===== src/rtl/cpd_pkg.sv =====
package cpd_pkg;

  localparam int MAX_POINTS = 1024;
  localparam int FRAC_BITS  = 8;
  localparam int ADDR_W     = $clog2(MAX_POINTS);
  localparam int CNT_W      = ADDR_W + 1;
  localparam int COORD_W    = 24;
  localparam int DIST_W     = 25;
  localparam int SQ_W       = 2 * DIST_W;

  // 10000.0 in fixed point, kept to the register width
  localparam logic [DIST_W-1:0] LIMIT_RESET = DIST_W'(10000 << FRAC_BITS);
  localparam logic [DIST_W-1:0] DIST_SAT    = {DIST_W{1'b1}};
  localparam logic [SQ_W-1:0]   BEST_RESET  = {SQ_W{1'b1}};
  localparam logic [CNT_W-1:0]  FULL_COUNT  = CNT_W'(MAX_POINTS);

  typedef struct packed {
    logic signed [COORD_W-1:0] point_x;
    logic signed [COORD_W-1:0] point_y;
    logic                      last_point;
  } pt_item_t;

  typedef struct packed {
    logic [DIST_W-1:0] min_distance;
    logic              is_infinite;
  } res_item_t;

endpackage


===== src/rtl/cpd_isqrt.sv =====
module cpd_isqrt (
  input  logic                          clk,
  input  logic                          rst,
  input  logic                          start,
  input  logic [cpd_pkg::SQ_W-1:0]      value,
  output logic                          done,
  output logic [cpd_pkg::DIST_W-1:0]    root
);

  logic [cpd_pkg::SQ_W-1:0]   rem;
  logic [cpd_pkg::SQ_W:0]     acc;
  logic [cpd_pkg::SQ_W-1:0]   probe;
  logic                       run;
  logic [cpd_pkg::SQ_W:0]     trial;

  assign trial = acc + {1'b0, probe};
  assign root  = acc[cpd_pkg::DIST_W-1:0];

  // one result bit per cycle, probe bit walks down two places each step
  always_ff @(posedge clk) begin
    if (rst) begin
      run  <= 1'b0;
      done <= 1'b0;
    end else begin
      done <= 1'b0;
      if (start) begin
        run   <= 1'b1;
        rem   <= value;
        acc   <= '0;
        probe <= cpd_pkg::SQ_W'(1) << (2 * (cpd_pkg::DIST_W - 1));
      end else if (run) begin
        if ({1'b0, rem} >= trial) begin
          rem <= rem - trial[cpd_pkg::SQ_W-1:0];
          acc <= (acc >> 1) + {1'b0, probe};
        end else begin
          acc <= acc >> 1;
        end
        probe <= probe >> 2;
        if (probe == cpd_pkg::SQ_W'(1)) begin
          run  <= 1'b0;
          done <= 1'b1;
        end
      end
    end
  end

endmodule


===== config.mk =====
export PLATFORM = sky130hd
export DESIGN_NAME = cpd_isqrt
export DESIGN_NICKNAME = d
export VERILOG_FILES = /design/src/rtl/cpd_pkg.sv /design/src/rtl/cpd_isqrt.sv
export SDC_FILE = /design/constraint.sdc
export NUM_CORES = 1
export LEC_CHECK = 0
export BUFFER_PORTS_ARGS = -buffer_cell sky130_fd_sc_hd__buf_4
export CORE_MARGIN = 2
export CORE_UTILIZATION = 45
export DETAILED_ROUTE_END_ITERATION = 16
export SYNTH_ARGS = -nofsm -noshare
export SYNTH_HDL_FRONTEND = slang
export SYNTH_SLANG_ARGS = --single-unit

===== constraint.sdc =====
create_clock -name clk -period 8.5 [get_ports clk]
set_input_delay 1.275 -clock clk [delete_from_list [all_inputs] [get_ports clk]]
set_output_delay 1.275 -clock clk [all_outputs]
set_load 0.01 [all_outputs]

Yosys cells after proc, flatten, opt, wreduce, memory -nomap -nowiden
Index checks and enable logic that the tools add are counted.
{"block": "classes", "n_mux": 10, "bitwise": 2, "add_sub_neg": 3, "reduce_logical": 5, "eq_ne": 1, "order_cmp": 1}
{"op": "$mux W50", "n": 3}
{"op": "$mux W51", "n": 2}
{"op": "$add A50 B49 Y51", "n": 1}
{"op": "$add A51 B49 Y51", "n": 1}
{"op": "$ge A50 B51 Y1", "n": 1}
{"op": "$sub A50 B50 Y50", "n": 1}
{"op": "$mux W49", "n": 1}
{"op": "$eq A25 B1 Y1 const B", "n": 1}
{"op": "$mux W1", "n": 4}
{"op": "$reduce_bool A2 Y1", "n": 2}
{"op": "$reduce_and A3 Y1", "n": 1}
{"op": "$reduce_or A3 Y1", "n": 1}
{"op": "$not A1 Y1", "n": 2}
{"op": "$reduce_and A2 Y1", "n": 1}
{"block": "word_totals", "in_bits": 53, "ff_bits": 128, "out_inout_bits": 26, "wordCells": 27}

Depth between registers and ports, before layout
{"block": "depth", "word_depth": 5, "mapped_depth": 26, "depth_no_buf": 23}

Least setup slack after synthesis
No wires, ideal clock.
{"block": "synth_timing", "path_type": "input port to flip-flop", "startpoint": "input port start", "endpoint": "register rem[0] (netlist name) (enable)", "t_arrival_ns": 6.248, "n_path_buf": 1, "setup_ns": 0.411, "stages": 4, "path_slack_ns": 1.841, "t_required_ns": 8.089, "cell_sequence": "clkbuf_1 > nor2_1 > nor2_1 > o21a_1"}
{"block": "synth_via", "elab_chain_cells": 2, "elab_cells_between_ends": 3, "classes_between": "reduce/logical: 3"}
{"element": "from (decl)", "line_no": "cpd_isqrt.sv:4", "rtl": "input logic start,"}
{"element": "$reduce_bool A2 Y1 (no line)"}
{"element": "$reduce_and A3 Y1 (no line) (*)"}
{"element": "to (signal assigned)", "line_no": "cpd_isqrt.sv:28", "rtl": "rem <= value;"}
{"element": "to (signal assigned)", "line_no": "cpd_isqrt.sv:33", "rtl": "rem <= rem - trial[cpd_pkg::SQ_W-1:0];"}
{"element": "to (decl)", "line_no": "cpd_isqrt.sv:10", "rtl": "logic [cpd_pkg::SQ_W-1:0] rem;"}
Every way passes the cells marked *; elsewhere a longest branch is shown, timed or not.
A chain may end at the register's enable or synchronous reset.

Worst setup path in the final report
{"block": "layout_timing", "startpoint": "register acc[2] (netlist name)", "endpoint": "register acc[35] (netlist name) (data pin)"}
{"block": "layout_via", "elab_chain_cells": 4, "elab_cells_between_ends": 5, "classes_between": "add/sub: 2; order compare: 1; mux: 2"}
{"element": "from (decl)", "line_no": "cpd_isqrt.sv:11", "rtl": "logic [cpd_pkg::SQ_W:0] acc;"}
{"element": "from (signal assigned)", "line_no": "cpd_isqrt.sv:34", "rtl": "acc <= (acc >> 1) + {1'b0, probe};"}
{"element": "from (signal assigned)", "line_no": "cpd_isqrt.sv:36", "rtl": "acc <= acc >> 1;"}
{"element": "$add A51 B49 Y51", "line_no": "cpd_isqrt.sv:16", "rtl": "assign trial = acc + {1'b0, probe};"}
{"element": "$ge A50 B51 Y1", "line_no": "cpd_isqrt.sv:32", "rtl": "if ({1'b0, rem} >= trial) begin"}
{"element": "$mux W51 (*)", "line_no": "cpd_isqrt.sv:32"}
{"element": "$mux W51 (*)", "line_no": "cpd_isqrt.sv:31", "rtl": "end else if (run) begin"}
Every way passes the cells marked *; elsewhere a longest branch is shown, timed or not. The select of a mux whose other input is x is not followed.

==> flow_summary.yaml <==
clock_network:
  cts-hold-fix-buffers: 0
  cts_made_buffers: 17
  cts_tree: "done"
  ctsResizeCount: 0
  worstSkewPairLatency_ns: 0.43
  numClockSinks: 128
  htreeDepth: 4
  clk_pin_slew_ns: 0.07
  cts_root_buf: "clkbuf_16"
  cts_buffer_depth: 2
  post_cts_buffers: 0
worst_setup_path:
  critPathRequiredTime_ns: 8.68
  critPathLaunchType: "register"
  path_max_fanout: 30
  crit_path_cell_trace: "ha_1, nand3_1, a221oi_2, a32oi_1, o21ai_2, a21oi_2, a31o_1, o41a_1, o21ai_1, xnor2_1, ha_1, inv_1, nor2_1, nand2_1, nor4_1, nand4_1, o211ai_1, a21o_1, nand2_1, a21oi_1, mux2_2"
  slowest_stage: "nand2_1"
  cp_top_family: "compound AO/OA/AOI/OAI gates"
  worst_path_largest_cell_delay_ns: 0.66
  crit_path_end_kind: "register"
  path_class: "register to register"
  cp_num_buf_inv: 1
  reg2reg_from: "acc[2]"
  crit_start: "acc[2]"
  worstPathArrival_ns: 6.97
synth:
  ys_warn_count: 0
  yosys.area_share.simple_pct: 19.12
  synth_nets: 1530
  synth_compound_area_share_pct: 24.25
  synthXorXnorAreaFrac_pct: 8.577
  synth-seq-cells: 128
  synth_cell_types: 70
  syn_avg_cell_area_um2: 8.621
  synth_edf_count: 126
  yosysSeqAreaShare_pct: 32.28
  synthMuxAreaShare_pct: 0.4648
  syn_inst: 1374
  synth_top_family_by_area: "compound AO/OA/AOI/OAI gates"
  synthAdderAreaFrac_pct: 10.94
  synth_flop_cell: "edfxtp_1"
  synthArstFlopShare_pct: 0
  netlist_area_um2: 11850
timing:
  hold_violations: 0
  setup_viol: 0
  final.setup.tns_ns: 0
  whs_ns: 0.5484
  rsz0062_at_grt: "no"
  clock.fmax_ghz: 0.1472
  timing.final.crit_share_pct: 79.90
  relSlewSlack_pct: 30.13
  worst_slew_pin_slew_ns: 1.046
  period_needed_ns: 6.792
  slew_violations: 0
  fin_skew_ns: 0.01904
die:
  start_util_pct: 45.58
  die_w_um: 166.2
  core_um2: 25980
  chipHeight_um: 166.2
  dieArea_um2: 27640
  ioPinCount: 79
  std_cell_rows: 59
layout:
  final_util_pct: 50.46
  diodes: 0
  finalNonFillerCells: 1745
  area_growth_pct: 10.69
  nets: 1553
  drive_above_1_share_pct: 10.35
drt:
  first_pass_iters: 6
  totalWireLength_um: 32770
  ant_nets: 0
  drt_iter0_drc: 901
  wl_per_cell_um: 18.78
  vias_per_cell: 5.985
  num_vias: 10440
  drc: 0
power:
  power_frac_clock_pct: 29.7
  leakage_uw: 0.004993
  ir_drop_mv: 0.1348
  p_sw_uw: 981.2
  p_int_uw: 1655
  pwr-share-seq_pct: 32.0
  power_switching_share_pct: 37.22
  powerDensity_nw_per_um2: 201.1
  combPwrFrac_pct: 38.3
placed_design:
  dpl.cell_count: 1713
  port_buffers: 78
  dpl.hpwl_um: 24770
  gp_congestion: 0.8561
global_route:
  grt-ovfl-total: 0
  grt_pass1_wl_um: 52000
  grt_pass1_vias: 9646
  grt_max_degree: 101
  antenna_found_initial: 0
  grtUsageTotal_pct: 23.28
worst_hold_path:
  holdCritStartpoint: "run"
  hp-class: "register to register"
run:
  maxCapViolCount: 0
status:
  outcome: "completed"
## cell families (layout without fill, tap and decap cells)
family | after synthesis | in the layout
flops | 128 | 128
xor+xnor | 116 | 116
simple gates | 461 | 461
mux | 5 | 5
buf+inv | 110 | 146
compound gates | 451 | 451
fa+ha+maj | 103 | 103
## flip-flops by register name, indices dropped and copies added, names as in the netlist
register  cells
acc          51
rem          50
done          1
run           1
probe        25
## synthesized netlist by cell type, types with 15 or more instances
cell type	count	share of area, %
a211oi_1	33	2.1
a21o_1	37	2.3
a21oi_1	102	4.3
a31o_2	15	1.1
a31oi_1	55	2.9
buf_4	25	1.6
clkbuf_1	44	1.4
edfxtp_1	126	32
ha_1	102	11
inv_1	31	0.98
nand2_1	151	4.8
nand2b_1	17	0.90
nand3_1	38	1.6
nand4_1	29	1.5
nor2_1	87	2.8
nor2b_1	48	2.5
nor3_1	24	1.0
o21ai_0	114	4.8
o21bai_1	15	0.95
xnor2_1	56	4.1
xor2_1	60	4.4
## power by group through the flow
stage / registers (µW) / logic, µW / clock network, µW
floorplan: 824 / 786 / 0
detailed placement: 854 / 1000 / 0
global placement: 855 / 990 / 0
global route: 852 / 1130 / 818
finish: 845 / 1010 / 782
CTS: 843 / 1000 / 794
## cell usage in the layout, fill, tap and decap left out, drive strengths merged, types with 29 or more instances in the layout
cell	netlist	final
buf	35	83
o21ai	117	117
a21o	37	37
nand3	38	38
xnor2	56	56
ha	102	102
a211oi	33	33
nor2b	48	48
nand2	152	152
a21oi	103	103
inv	31	35
edfxtp	126	126
nor2	87	87
a31oi	55	55
nand4	29	29
xor2	60	60
## stage by stage
step / setup WS [ns] / power [µW] / instance area [µm²]
6_report: 1.708 / 2636 / 13110
3_3_place_gp: 2.007 / 1845 / 12500
5_1_grt: 1.080 / 2795 / 13110
2_1_floorplan: 1.841 / 1610 / 11850
3_5_place_dp: 1.765 / 1854 / 12500
4_1_cts: 1.766 / 2639 / 13110
## path summary, 6_finish.rpt
kind	cells after the start	to	slack, ns
worst min register to register	1	done	0.55
worst min-delay path	1	done	0.55
worst max register to register	21	acc[35]	1.71
worst max-delay path	21	acc[35]	1.71
## area by class of cell
type	instances	area, µm²
inverters	31	116.4
clock buffers	18	429.2
fillers	2529	12870
repair buffers	83	626.9
multi-input cells	1136	7515
clock inverters	14	181.4
flip-flops and latches	128	3824
well taps	335	419.2
## routing by layer
layer	up-vias	track usage [%]	share of wire, %
met5	-	0	0
met4	0	4.610	1.1
met3	24	3.170	5.3
met2	308	35.67	44
met1	4905	35.17	50
li1	5207	-	-
Note: power is estimated with default switching activity, not from simulation.
